## config.mk

```make
export PLATFORM = sky130hd
export DESIGN_NAME = i2c_target_byte_engine_core
export DESIGN_NICKNAME = d
export VERILOG_FILES = /design/src/hdl/i2ctbe_pkg.sv /design/src/hdl/i2c_target_byte_engine_core.sv /design/src/hdl/i2ctbe_rstore.sv /design/src/hdl/i2ctbe_seq.sv
export SDC_FILE = /design/constraint.sdc
export NUM_CORES = 1
export LEC_CHECK = 0
export BUFFER_PORTS_ARGS = -buffer_cell sky130_fd_sc_hd__buf_2
export CAP_MARGIN = 20
export CORE_AREA = 2 2 208 210
export CTS_CLUSTER_SIZE = 16
export DETAILED_ROUTE_END_ITERATION = 12
export DIE_AREA = 0 0 210 212
export HOLD_SLACK_MARGIN = 0.06
export SLEW_MARGIN = 40
export SYNTH_ARGS = -nofsm -noshare
export SYNTH_HDL_FRONTEND = slang
export SYNTH_SLANG_ARGS = --single-unit
```

## constraint.sdc

```tcl
create_clock -name i_clk -period 6.3 [get_ports i_clk]
set_clock_uncertainty 0.2 [all_clocks]
set_input_delay 0.315 -clock i_clk [delete_from_list [all_inputs] [get_ports i_clk]]
set_output_delay 0.315 -clock i_clk [all_outputs]
set_load 0.005 [all_outputs]
```

## src/hdl/i2ctbe_pkg.sv

```systemverilog
// ----------------------------------------------------------------------------
// I2C target byte engine package
// Shared command codes, bus phases, configuration and result types.
// ----------------------------------------------------------------------------
package i2ctbe_pkg;

    typedef enum logic [2:0] {
        CMD_START    = 3'd0,
        CMD_SHIFT    = 3'd1,
        CMD_STOP     = 3'd2,
        CMD_LOAD     = 3'd3,
        CMD_SET_LEN  = 3'd4
    } t_cmd;

    typedef enum logic [2:0] {
        PH_IDLE    = 3'd0,
        PH_ADDR    = 3'd1,
        PH_WR_ACK  = 3'd2,
        PH_WR_DATA = 3'd3,
        PH_RD_ACK  = 3'd4,
        PH_RD_DATA = 3'd5
    } t_phase;

    localparam int unsigned CFG_IDX_OWN_ADDR = 0;
    localparam int unsigned CFG_IDX_WR_CAP   = 1;

    localparam logic [7:0] ACK_BYTE   = 8'h7F;
    localparam logic [7:0] IDLE_BYTE  = 8'hFF;
    localparam logic [7:0] GCALL_ADDR = 8'h00;
    localparam logic [5:0] POS_MAX    = 6'd63;
    localparam logic [5:0] WR_CAP_RST = 6'd32;

    typedef struct packed {
        logic [6:0] own_address;
        logic [5:0] write_capacity;
    } t_cfg;

    typedef struct packed {
        logic [7:0] tx_byte;
        logic       short_phase;
        logic       engaged;
        logic       wr_valid;
        logic [7:0] wr_byte;
        logic [4:0] wr_index;
        logic       msg_done;
        logic [5:0] msg_len;
    } t_result;

endpackage

```

## src/hdl/i2c_target_byte_engine_core.sv

```systemverilog
// ----------------------------------------------------------------------------
// I2C target byte engine core
// Byte-level I2C target sequencer with a read byte store and result pipeline.
// ----------------------------------------------------------------------------
// Usage: bus events and host requests enter on the s_axis channel, one request
// per cycle while not stalled; tuser carries the command and tdata its operands.
// Every accepted request gives exactly one result on m_axis, in order: the next
// shift byte, the phase length, the engaged flag, any received write byte and
// any completed write message.
// An accepted request is registered in the store stage, together with the
// registered read data of the read store access, and then in the output
// register. Throughput is one request per cycle while the output is not held,
// as the phase and position registers update on each accepted request.
// A load and a later read of the read store are always at least one request
// apart, so the write has landed before the read port samples the entry.
// When the receiver stalls, results collect in the store stage and the output
// register; the input keeps accepting while either has room.
// Reset clears the phase, positions, read length and configuration (own
// address 0, write capacity 32). The read store is not cleared and holds
// nothing meaningful until loaded.
// ----------------------------------------------------------------------------
module i2c_target_byte_engine_core #(
    parameter int unsigned READ_DEPTH  = 32,
    parameter int unsigned WRITE_DEPTH = 32
) (
    input  logic        i_clk,
    input  logic        i_rst_n,
    input  logic        i_cfg_we,
    input  logic        i_cfg_index,
    input  logic [6:0]  i_cfg_data,
    input  logic        s_axis_tvalid,
    output logic        s_axis_tready,
    // shift_byte[7:0], host_index[12:8], host_byte[20:13], host_length[26:21]
    input  logic [31:0] s_axis_tdata,
    // cmd[2:0]
    input  logic [2:0]  s_axis_tuser,
    output logic        m_axis_tvalid,
    input  logic        m_axis_tready,
    // tx_byte[7:0], short_phase[8], engaged[9], wr_valid[10], wr_byte[18:11],
    // wr_index[23:19], msg_done[24], msg_len[30:25]
    output logic [31:0] m_axis_tdata
);
    import i2ctbe_pkg::*;

    localparam int unsigned AW = (READ_DEPTH > 1) ? $clog2(READ_DEPTH) : 1;

    logic          s_acc, s1_adv;
    t_result       seq_res, r_s1_res, r_out, s1_merged;
    logic          seq_use_mem, r_s1_use_mem, r_s1_valid, r_out_valid;
    logic          rd_en, wr_en;
    logic [AW-1:0] rd_addr, wr_addr;
    logic [7:0]    wr_data, rd_data;

    assign s1_adv        = r_s1_valid && (!r_out_valid || m_axis_tready);
    assign s_axis_tready = i_rst_n && (!r_s1_valid || s1_adv);
    assign s_acc         = s_axis_tvalid && s_axis_tready;

    i2ctbe_seq #(
        .READ_DEPTH  (READ_DEPTH),
        .WRITE_DEPTH (WRITE_DEPTH),
        .AW          (AW)
    ) u_seq (
        .i_clk         (i_clk),
        .i_rst_n       (i_rst_n),
        .i_cfg_we      (i_cfg_we),
        .i_cfg_index   (i_cfg_index),
        .i_cfg_data    (i_cfg_data),
        .i_req         (s_acc),
        .i_cmd         (t_cmd'(s_axis_tuser)),
        .i_shift_byte  (s_axis_tdata[7:0]),
        .i_host_index  (s_axis_tdata[12:8]),
        .i_host_byte   (s_axis_tdata[20:13]),
        .i_host_length (s_axis_tdata[26:21]),
        .o_res         (seq_res),
        .o_use_mem     (seq_use_mem),
        .o_rd_en       (rd_en),
        .o_rd_addr     (rd_addr),
        .o_wr_en       (wr_en),
        .o_wr_addr     (wr_addr),
        .o_wr_data     (wr_data)
    );

    i2ctbe_rstore #(
        .DEPTH (READ_DEPTH),
        .AW    (AW)
    ) u_rstore (
        .i_clk   (i_clk),
        .i_we    (wr_en),
        .i_waddr (wr_addr),
        .i_wdata (wr_data),
        .i_re    (rd_en),
        .i_raddr (rd_addr),
        .o_rdata (rd_data)
    );

    always_comb begin
        s1_merged = r_s1_res;
        if (r_s1_use_mem) begin
            s1_merged.tx_byte = rd_data;
        end
    end

    always_ff @(posedge i_clk) begin
        if (!i_rst_n) begin
            r_s1_valid  <= 1'b0;
            r_out_valid <= 1'b0;
        end else begin
            if (s_acc) begin
                r_s1_valid <= 1'b1;
            end else if (s1_adv) begin
                r_s1_valid <= 1'b0;
            end
            if (s1_adv) begin
                r_out_valid <= 1'b1;
            end else if (m_axis_tready) begin
                r_out_valid <= 1'b0;
            end
        end
    end

    always_ff @(posedge i_clk) begin
        if (s_acc) begin
            r_s1_res     <= seq_res;
            r_s1_use_mem <= seq_use_mem;
        end
        if (s1_adv) begin
            r_out <= s1_merged;
        end
    end

    assign m_axis_tvalid = r_out_valid;
    assign m_axis_tdata  = {1'b0, r_out.msg_len, r_out.msg_done, r_out.wr_index,
                            r_out.wr_byte, r_out.wr_valid, r_out.engaged,
                            r_out.short_phase, r_out.tx_byte};

`ifndef SYNTHESIS
    a_acc_fills_s1: assert property (@(posedge i_clk) disable iff (!i_rst_n)
        s_acc |=> r_s1_valid)
        else $error("accepted request did not reach the store stage");

    a_hold_blocks_input: assert property (@(posedge i_clk) disable iff (!i_rst_n)
        (r_s1_valid && r_out_valid && !m_axis_tready) |-> !s_axis_tready)
        else $error("input accepted while both result stages are held");

    a_msg_len_nonzero: assert property (@(posedge i_clk) disable iff (!i_rst_n)
        (r_out_valid && r_out.msg_done) |-> (r_out.msg_len != 6'd0))
        else $error("completed message reported with zero length");

    a_wr_msg_exclusive: assert property (@(posedge i_clk) disable iff (!i_rst_n)
        r_out_valid |-> !(r_out.wr_valid && r_out.msg_done))
        else $error("write byte and message close in one result");

    a_released_long: assert property (@(posedge i_clk) disable iff (!i_rst_n)
        (r_out_valid && !r_out.engaged) |-> !r_out.short_phase)
        else $error("released engine reports a short phase");
`endif

endmodule

```

## src/hdl/i2ctbe_rstore.sv

```systemverilog
// ----------------------------------------------------------------------------
// I2C target byte engine read store
// Single-port-write, single-port-read byte memory with registered read data.
// ----------------------------------------------------------------------------
module i2ctbe_rstore #(
    parameter int unsigned DEPTH = 32,
    parameter int unsigned AW    = 5
) (
    input  logic          i_clk,
    input  logic          i_we,
    input  logic [AW-1:0] i_waddr,
    input  logic [7:0]    i_wdata,
    input  logic          i_re,
    input  logic [AW-1:0] i_raddr,
    output logic [7:0]    o_rdata
);

    logic [7:0] r_mem [DEPTH];
    logic [7:0] r_rdata;

    always_ff @(posedge i_clk) begin
        if (i_we) begin
            r_mem[i_waddr] <= i_wdata;
        end
    end

    // The read data holds until the next read, so a stalled result keeps it.
    always_ff @(posedge i_clk) begin
        if (i_re) begin
            r_rdata <= r_mem[i_raddr];
        end
    end

    assign o_rdata = r_rdata;

endmodule

```

## src/hdl/i2ctbe_seq.sv

```systemverilog
// ----------------------------------------------------------------------------
// I2C target byte engine sequencer
// Bus phase tracking, position counters, configuration and per-request result.
// ----------------------------------------------------------------------------
module i2ctbe_seq #(
    parameter int unsigned READ_DEPTH  = 32,
    parameter int unsigned WRITE_DEPTH = 32,
    parameter int unsigned AW          = 5
) (
    input  logic                 i_clk,
    input  logic                 i_rst_n,
    input  logic                 i_cfg_we,
    input  logic                 i_cfg_index,
    input  logic [6:0]           i_cfg_data,
    input  logic                 i_req,
    input  i2ctbe_pkg::t_cmd     i_cmd,
    input  logic [7:0]           i_shift_byte,
    input  logic [4:0]           i_host_index,
    input  logic [7:0]           i_host_byte,
    input  logic [5:0]           i_host_length,
    output i2ctbe_pkg::t_result  o_res,
    output logic                 o_use_mem,
    output logic                 o_rd_en,
    output logic [AW-1:0]        o_rd_addr,
    output logic                 o_wr_en,
    output logic [AW-1:0]        o_wr_addr,
    output logic [7:0]           o_wr_data
);
    import i2ctbe_pkg::*;

    localparam logic [8:0] RD_LIM = 9'(READ_DEPTH);
    localparam logic [5:0] WD_LIM = (WRITE_DEPTH > 63) ? 6'd63 : 6'(WRITE_DEPTH);

    t_cfg       r_cfg;
    t_phase     r_phase, n_phase;
    logic       r_start_seen, n_start_seen;
    logic [5:0] r_write_pos, n_write_pos;
    logic [5:0] r_read_pos, n_read_pos;
    logic [5:0] r_read_len, n_read_len;

    logic       is_start, is_shift, is_stop, is_load, is_len;
    logic       addr_match, close_msg, close_active;
    logic       rd_go, wr_go, wr_last, rd_last, rd_in_range;
    logic [5:0] cap, wp_inc, rp_inc;
    logic [7:0] rp_ext, hi_ext;

    always_ff @(posedge i_clk) begin
        if (!i_rst_n) begin
            r_cfg.own_address    <= '0;
            r_cfg.write_capacity <= WR_CAP_RST;
        end else if (i_cfg_we) begin
            if (i_cfg_index == 1'(CFG_IDX_OWN_ADDR)) begin
                r_cfg.own_address <= i_cfg_data;
            end else begin
                r_cfg.write_capacity <= i_cfg_data[5:0];
            end
        end
    end

    assign is_start = (i_cmd == CMD_START);
    assign is_shift = (i_cmd == CMD_SHIFT);
    assign is_stop  = (i_cmd == CMD_STOP);
    assign is_load  = (i_cmd == CMD_LOAD);
    assign is_len   = (i_cmd == CMD_SET_LEN);

    assign addr_match = (i_shift_byte == GCALL_ADDR) ||
                        (i_shift_byte[7:1] == r_cfg.own_address);
    assign close_msg  = (is_shift && r_phase == PH_ADDR && addr_match) ||
                        (is_stop && r_start_seen);
    assign close_active = close_msg && (r_write_pos != 6'd0);

    // A message close clears the read length before the read request is judged.
    assign rd_go = addr_match && i_shift_byte[0] && !close_active && (r_read_len != 6'd0);
    assign wr_go = addr_match && !i_shift_byte[0] && (r_cfg.write_capacity != 6'd0);

    assign cap     = (r_cfg.write_capacity < WD_LIM) ? r_cfg.write_capacity : WD_LIM;
    assign wp_inc  = (r_write_pos < POS_MAX) ? r_write_pos + 6'd1 : r_write_pos;
    assign rp_inc  = (r_read_pos < POS_MAX) ? r_read_pos + 6'd1 : r_read_pos;
    assign wr_last = (wp_inc >= cap);
    assign rd_last = (rp_inc >= r_read_len);
    assign rd_in_range = (r_read_pos < r_read_len) && ({3'b000, r_read_pos} < RD_LIM);

    assign rp_ext = {2'b00, r_read_pos};
    assign hi_ext = {3'b000, i_host_index};

    // Next state.
    always_comb begin
        n_phase      = r_phase;
        n_start_seen = r_start_seen;
        n_write_pos  = r_write_pos;
        n_read_pos   = r_read_pos;
        n_read_len   = r_read_len;
        if (is_start) begin
            n_start_seen = 1'b1;
            n_phase      = PH_ADDR;
        end else if (is_shift) begin
            unique case (r_phase)
                PH_ADDR: begin
                    if (rd_go) begin
                        n_phase = PH_RD_ACK;
                    end else if (wr_go) begin
                        n_phase = PH_WR_ACK;
                    end else begin
                        n_phase = PH_IDLE;
                    end
                end
                PH_WR_ACK:  n_phase = PH_WR_DATA;
                PH_WR_DATA: begin
                    n_write_pos = wp_inc;
                    n_phase     = wr_last ? PH_IDLE : PH_WR_ACK;
                end
                PH_RD_ACK:  n_phase = i_shift_byte[0] ? PH_IDLE : PH_RD_DATA;
                PH_RD_DATA: begin
                    n_read_pos = rp_inc;
                    n_phase    = rd_last ? PH_IDLE : PH_RD_ACK;
                end
                default:    n_phase = PH_IDLE;
            endcase
        end else if (is_stop && r_start_seen) begin
            n_start_seen = 1'b0;
            n_phase      = PH_IDLE;
        end else if (is_len) begin
            n_read_len = i_host_length;
            n_read_pos = 6'd0;
        end
        if (close_active) begin
            n_read_len  = 6'd0;
            n_write_pos = 6'd0;
        end
    end

    // Result of the request.
    always_comb begin
        o_res             = '0;
        o_res.tx_byte     = IDLE_BYTE;
        o_res.engaged     = (r_phase != PH_IDLE);
        o_use_mem         = 1'b0;
        if (is_start) begin
            o_res.engaged = 1'b1;
        end else if (is_shift) begin
            o_res.engaged = 1'b0;
            unique case (r_phase)
                PH_ADDR: begin
                    if (rd_go || wr_go) begin
                        o_res.tx_byte     = ACK_BYTE;
                        o_res.short_phase = 1'b1;
                        o_res.engaged     = 1'b1;
                    end
                end
                PH_WR_ACK: o_res.engaged = 1'b1;
                PH_WR_DATA: begin
                    o_res.wr_valid = 1'b1;
                    o_res.wr_byte  = i_shift_byte;
                    o_res.wr_index = r_write_pos[4:0];
                    if (!wr_last) begin
                        o_res.tx_byte     = ACK_BYTE;
                        o_res.short_phase = 1'b1;
                        o_res.engaged     = 1'b1;
                    end
                end
                PH_RD_ACK: begin
                    if (!i_shift_byte[0]) begin
                        o_res.engaged = 1'b1;
                        o_use_mem     = rd_in_range;
                    end
                end
                PH_RD_DATA: begin
                    if (!rd_last) begin
                        o_res.short_phase = 1'b1;
                        o_res.engaged     = 1'b1;
                    end
                end
                default: o_res.engaged = 1'b0;
            endcase
        end else if (is_stop && r_start_seen) begin
            o_res.engaged = 1'b0;
        end
        if (close_active) begin
            o_res.msg_done = 1'b1;
            o_res.msg_len  = r_write_pos;
        end
    end

    always_ff @(posedge i_clk) begin
        if (!i_rst_n) begin
            r_phase      <= PH_IDLE;
            r_start_seen <= 1'b0;
            r_write_pos  <= '0;
            r_read_pos   <= '0;
            r_read_len   <= '0;
        end else if (i_req) begin
            r_phase      <= n_phase;
            r_start_seen <= n_start_seen;
            r_write_pos  <= n_write_pos;
            r_read_pos   <= n_read_pos;
            r_read_len   <= n_read_len;
        end
    end

    assign o_rd_en   = i_req && o_use_mem;
    assign o_rd_addr = rp_ext[AW-1:0];
    assign o_wr_en   = i_req && is_load && ({1'b0, hi_ext} < RD_LIM);
    assign o_wr_addr = hi_ext[AW-1:0];
    assign o_wr_data = i_host_byte;

endmodule

```

## Yosys cells after proc, flatten, opt, wreduce, memory -nomap -nowiden

Memory sizes are Yosys's and may differ from the RTL's. A register that Yosys moved wholly into a read port is not among the register bits.
Cells that the tools add are included.

- Input bits: 48
- Memory bits (writable): 256
- Output and inout port bits: 34
- Bits in registers: 100
- Memories: 1
- Word-level logic and storage cells: 155

- Add/subtract/negate cells: 2
- Equal/unequal tests: 16
- Bitwise gates (word level): 4
- Reductions and logical operators: 48
- Magnitude comparators: 8
- Multiplexer cells: 50

Memories:

| memory | words | bits a word | rd ports | clocked after Yosys merged registers in | write ports | RTL line | RTL |
|---|---|---|---|---|---|---|---|
| u_rstore.r_mem | 32 | 8 | 1 | 1 | 1 | i2ctbe_rstore.sv:18 | `logic [7:0] r_mem [DEPTH];` |

Operator list:

| kind | number |
|---|---|
| $mux 6 | 16 |
| $lt 6x6->1 const B | 4 |
| $mux 10 | 2 |
| $mux 3 | 6 |
| $reduce_bool 6->1 | 3 |
| $logic_and 1x1->1 | 16 |
| $mux 1 | 16 |
| $pmux 8 s2 | 1 |
| $pmux 3 s5 | 1 |
| $mux 14 | 1 |
| $reduce_bool 2->1 | 7 |
| $add 6x1->6 const B | 2 |
| $eq 3x2->1 const B | 4 |
| $ge 6x6->1 | 2 |
| $reduce_and 5->1 | 2 |
| $eq 3x3->1 const B | 3 |
| $logic_not 8->1 | 1 |
| $mux 8 | 1 |
| $eq 7x7->1 | 1 |
| $mux 7 | 1 |
| $eq 3x1->1 const B | 2 |
| $lt 5x6->1 const B | 1 |
| $lt 6x6->1 | 1 |
| $mux 2 | 3 |
| other kinds (14) | 31 |

## Depth between registers and ports, before layout

- Depth after elaboration: 12
- Depth in mapped cells: 13
- Depth with buffers taken out: 12

## Modules after synthesis

Synthesis repeated with hierarchy kept, for this count alone.

- Cell total of the unflattened synthesis: 868
- Area, all modules: 15109.5 um^2

Modules (own cells, without submodules):

| module | seq. area each (um^2) | instances | cells an instance | area an instance (um^2) |
|---|---|---|---|---|
| i2ctbe_rstore | 7927.6 | 1 | 417 | 10133.5 |
| i2ctbe_seq | 700.7 | 1 | 367 | 2850.2 |
| i2c_target_byte_engine_core | 1931.9 | 1 | 84 | 2125.8 |

## Worst setup path after synthesis

No wires, ideal clock.

- Path kind: reg2reg
- Start point: register u_seq.r_read_pos[1]
- End point: register r_s1_res[21] (netlist name), data pin
- Period minus slack after synthesis: 3.140 ns
- Path slack: 3.160 ns
- Buffers on the path: 1
- Setup time: 0.145 ns
- Arrival time: 2.795 ns
- Required time: 5.955 ns
- Cell stages (with the launch flop): 13
- Cells stage by stage: dfxtp_1 ha_1 and2_0 clkbuf_1 nand4_1 mux2_2 ha_1 or4_1 a21oi_1 nor3_1 nor4b_1 a21oi_1 o21ai_1

- Longest elaborated chain between the ends: 6
- Elaborated cells between the ends (all ways): 7
- Those cells by class: add/sub: 1; order compare: 2; mux: 4

RTL lines:

| what | RTL line | RTL |
|---|---|---|
| start, declared | i2ctbe_seq.sv:38 | `logic [5:0] r_read_pos, n_read_pos;` |
| start signal, assigned | i2ctbe_seq.sv:195 | `r_read_pos <= n_read_pos;` |
| $add 6x1->6 / $lt 6x6->1 (equally long branches) | i2ctbe_seq.sv:78 | `assign rp_inc = (r_read_pos < POS_MAX) ? r_read_pos + 6'd1 : r_read_pos;` |
| $mux 6 * | i2ctbe_seq.sv:78 |  |
| $ge 6x6->1 * | i2ctbe_seq.sv:80 | `assign rd_last = (rp_inc >= r_read_len);` |
| $mux 2 * | i2ctbe_seq.sv:168 | `if (!rd_last) begin` |
| $pmux 1 s5 * | i2ctbe_seq.sv:142 | `unique case (r_phase)` |
| $mux 1 * | i2ctbe_seq.sv:140 | `end else if (is_shift) begin` |
| end signal, assigned | i2c_target_byte_engine_core.sv:123 | `r_s1_res <= seq_res;` |
| end, declared | i2c_target_byte_engine_core.sv:48 | `t_result seq_res, r_s1_res, r_out, s1_merged;` |

Every way passes the cells marked *; elsewhere a longest branch is shown, timed or not.
A chain may end at the register's enable or synchronous reset.

## Final worst setup path

- Start point: register u_seq.r_read_pos[0]
- End point: register r_s1_res[21] (netlist name), data pin

The elaborated chain is that of the path after synthesis.

==> reports/qor.csv <==
stage,metric,value,unit
sta,slew_headroom,43.02,%
final_layout,final_common_cell,edfxtp_1,
cts,cts_setup_buffers,0,
synth,synth_cells,883,
floorplanning,io-pin-count,82,
sta,fin_hold_ws,0.08495,ns
final_layout,seqCellArea,10360,um^2
power_and_ir_drop,vdd_ir_drop_max,0.0002185,V
sta,final_max_slew_viol_count,0,
placement,globalplace.congestion,0.7719,
placement,io_buffers,75,
power_and_ir_drop,p_clk_share,42.7,%
critical_path,crit_path_max_fanout,29,
synth,synthDistinctLibCells,60,
grt,grt_pass1_wl,47820,um
floorplanning,core,42510,um^2
synth,yosysTopAreaCellShare,65.55,%
sta,max_freq,0.2484,GHz
synth,yosysSeqAreaShare,70.60,%
power_and_ir_drop,p_int,3.813,mW
floorplanning,die_w,210,um
sta,finalCritPeriodShare,63.90,%
sta,period_needed,4.026,ns
sta,finalHoldViolCount,0,
cts,cts_buffers,37,
route,viasPerCell,5.119,
cts,root_buffer,clkbuf_16,
grt,grt_util_all_layers,14.15,%
synth,syn_avg_cell_area,16.60,um^2
critical_path,cp.arrival,4.20,ns
final_layout,nNetsFinal,1052,
grt,grt_pass1_vias,8034,
floorplanning,die_area,44520,um^2
critical_path,worst_path_max_delay_cell,dfxtp_4,
grt,antenna_found_initial,0,
synth,synthTopCellsByArea,"edfxtp_1, mux4_2, dfxtp_1",
critical_path,rr_endpoint,r_s1_res[21],
placement,place_inst,1457,
grt,grt_start_max_net_pins,43,
final_layout,fin_util,40.09,%
critical_path,crit-reg2reg-launch,u_seq.r_read_pos[0],
synth,synth_nets,951,
critical_path,reg2reg_depth,11,
route,firstDrtPassIters,5,
cts,cts.clk_slew.worst_paths,0.06,ns
cts,tritoncts,done,
hold_path,min-delay-start,i_rst_n,
route,num_vias,7971,
critical_path,critPathCaptureType,flop,
sta,rsz0062_at_grt,no,
route,routed.top_layer,met4,
final_layout,multi_input_area,4039,um^2
hold_path,hp-class,primary input to flop,
route,drt-total-wl,31080,um
route,m1WireLength,13870,um
synth,synthArstFlopShare,0,%
route,dr_wl_met3,1750,um
critical_path,r2r_setup_slack,2.27,ns
power_and_ir_drop,p_switching,1.017,mW
synth,synth_area,14660,um^2
power_and_ir_drop,switching_share,21.05,%
synth,yosysWarningCount,0,
final_layout,layout_common_cells,"edfxtp_1, buf_2, mux4_2, nor2_1, mux2i_1",
cts,clock_path_buffers,3,
power_and_ir_drop,p_total,4.830,mW
final_layout,instances_no_fill,1557,
floorplanning,die_h,212,um
run_status,status,completed,
route,dr_wl_met2,14920,um
critical_path,crit_chain,ha_1 > and2_0 > nand4_1 > mux2_2 > ha_1 > or4_1 > a21oi_1 > nor3_1 > nor4b_1 > a21oi_1 > o21ai_1,
grt,overflow,0,
critical_path,crit_required,6.48,ns
synth,synth_ff_type,edfxtp_1,
hold_path,min_to,u_seq.r_phase[2],
final_layout,fillers,3860,
power_and_ir_drop,powerDensity,283.4,nW/um^2
sta,setup_violations,0,
route,drt_iter0_drc,623,
route,drc,0,
critical_path,max_stage_delay,0.72,ns
cts,cts_max_level,2,
sta,tns,0,ns
cts,cts_hold_buf,34,
route,postRouteAntennaNets,0,
floorplanning,start_util,34.49,%
final_layout,area_growth_syn_to_layout,16.26,%
critical_path,cp-start-kind,flop,
cts,cts.sinks,357,
power_and_ir_drop,power_frac_comb,3.3,%
cts,cts_repair_resize_count,0,
cts,clk_latency,0.54,ns
power_and_ir_drop,seqPwrFrac,54.0,%
placement,dpl.hpwl,19210,um
sta,worst_pin_slew,0.8516,ns
hold_path,hold_depth,3,
power_and_ir_drop,p_leak,5.461,nW
synth,synth_edf_count,320,
job,max_cap_viol_count,0,
final_layout,drive_gt1_share,21.98,%
synth,yosysTopAreaCell,edfxtp_1,
route,wl_per_cell,19.96,um
floorplanning,rows,76,
critical_path,crit_type,flop to flop,
synth,synth-seq-cells,357,
==> flip-flops by register name (all words and copies together) (netlist names) <==
signal and count:
u_rstore.o_rdata 8, r_s1_valid 1, m_axis_tvalid 1, m_axis_tdata 31, r_s1_res 24, u_seq.r_start_seen 1
r_s1_use_mem 1, u_seq.r_phase 3, u_seq.r_write_pos 6, u_seq.r_read_pos 6, u_rstore.r_mem 256, u_seq.r_read_len 6
u_seq.r_cfg 13
==> worst max-delay path by stage <==
stage / from / end / slack (ns) / cells after the start
4_1_cts: u_seq.r_read_pos[1] / r_s1_res[21] / 2.10 / 11
6_report: u_seq.r_read_pos[0] / r_s1_res[21] / 2.27 / 11
3_3_place_gp: u_seq.r_read_pos[1] / r_s1_res[21] / 2.18 / 11
3_5_place_dp: u_seq.r_read_pos[1] / r_s1_res[21] / 2.13 / 11
5_1_grt: u_seq.r_read_pos[0] / r_s1_res[21] / 1.94 / 11
2_1_floorplan: u_seq.r_read_pos[1] / r_s1_res[21] / 3.16 / 12
==> per-layer routing <==
layer / vias up / global-route usage, %
met5: - / 0
met4: 0 / 3.742
met3: 46 / 2.629
met2: 238 / 23.40
met1: 3991 / 19.32
li1: 3696 / -
==> kinds of logic (layout without fill, tap and decap cells) <==
logic type / count (synthesis) / count (layout) / synth area share (%)
adders and majority gates: 20 / 20 / 1.707
and+or+nand+nor: 210 / 210 / 7.229
buffers and inverters: 69 / 196 / 2.117
xor gates and xnor gates: 10 / 10 / 0.5975
muxes: 107 / 107 / 12.79
DFF: 357 / 357 / 70.60
other: 1 / 2 / 0.02558
AOI/OAI and AO/OA: 109 / 109 / 4.925
==> per-stage QoR <==
stage                     instance area (um^2)  worst slack, ns
after floorplan                          14660            3.160
after global placement                   15520            2.185
after detailed placement                 15530            2.129
after CTS                                17010            2.096
after global routing                     17040            1.937
final                                    17040            2.274
==> worst max-delay path, delay by kind of cell, from the launching register on <==
| family | cells | cell delay (ns) |
|---|---|---|
| AOI/OAI and AO/OA | 3 | 0.43 |
| adders and majority gates | 2 | 0.48 |
| DFF | 1 | 0.72 |
| muxes | 1 | 0.41 |
| and+or+nand+nor | 5 | 1.61 |
==> Yosys cell counts (all sizes together), types with 19 or more instances <==
cell type  instances
ha                20
mux4              64
nor2              61
clkbuf            25
buf               27
o21ai             19
mux2i             40
nand3             28
nand2             35
a21oi             33
dfxtp             37
edfxtp           320
==> power by group through the flow <==
stage	sequential, mW	clock, mW	combinational [mW]
floorplan	2.66	0	0.0676
global placement	2.66	0	0.140
detailed placement	2.66	0	0.143
CTS	2.61	2.12	0.160
global route	2.61	2.21	0.177
finish	2.61	2.06	0.159
==> cell type report <==
class / instances / share of cell area, %
clock buffer: 48 / 6.035
antenna: 1 / 0.01468
multi-input combinational: 457 / 23.70
inverter: 17 / 0.3744
timing repair buffer: 114 / 4.442
clock inverter: 17 / 0.6461
tap: 546 / 4.009
sequential: 357 / 60.78
(Power assumes the default switching activity.)
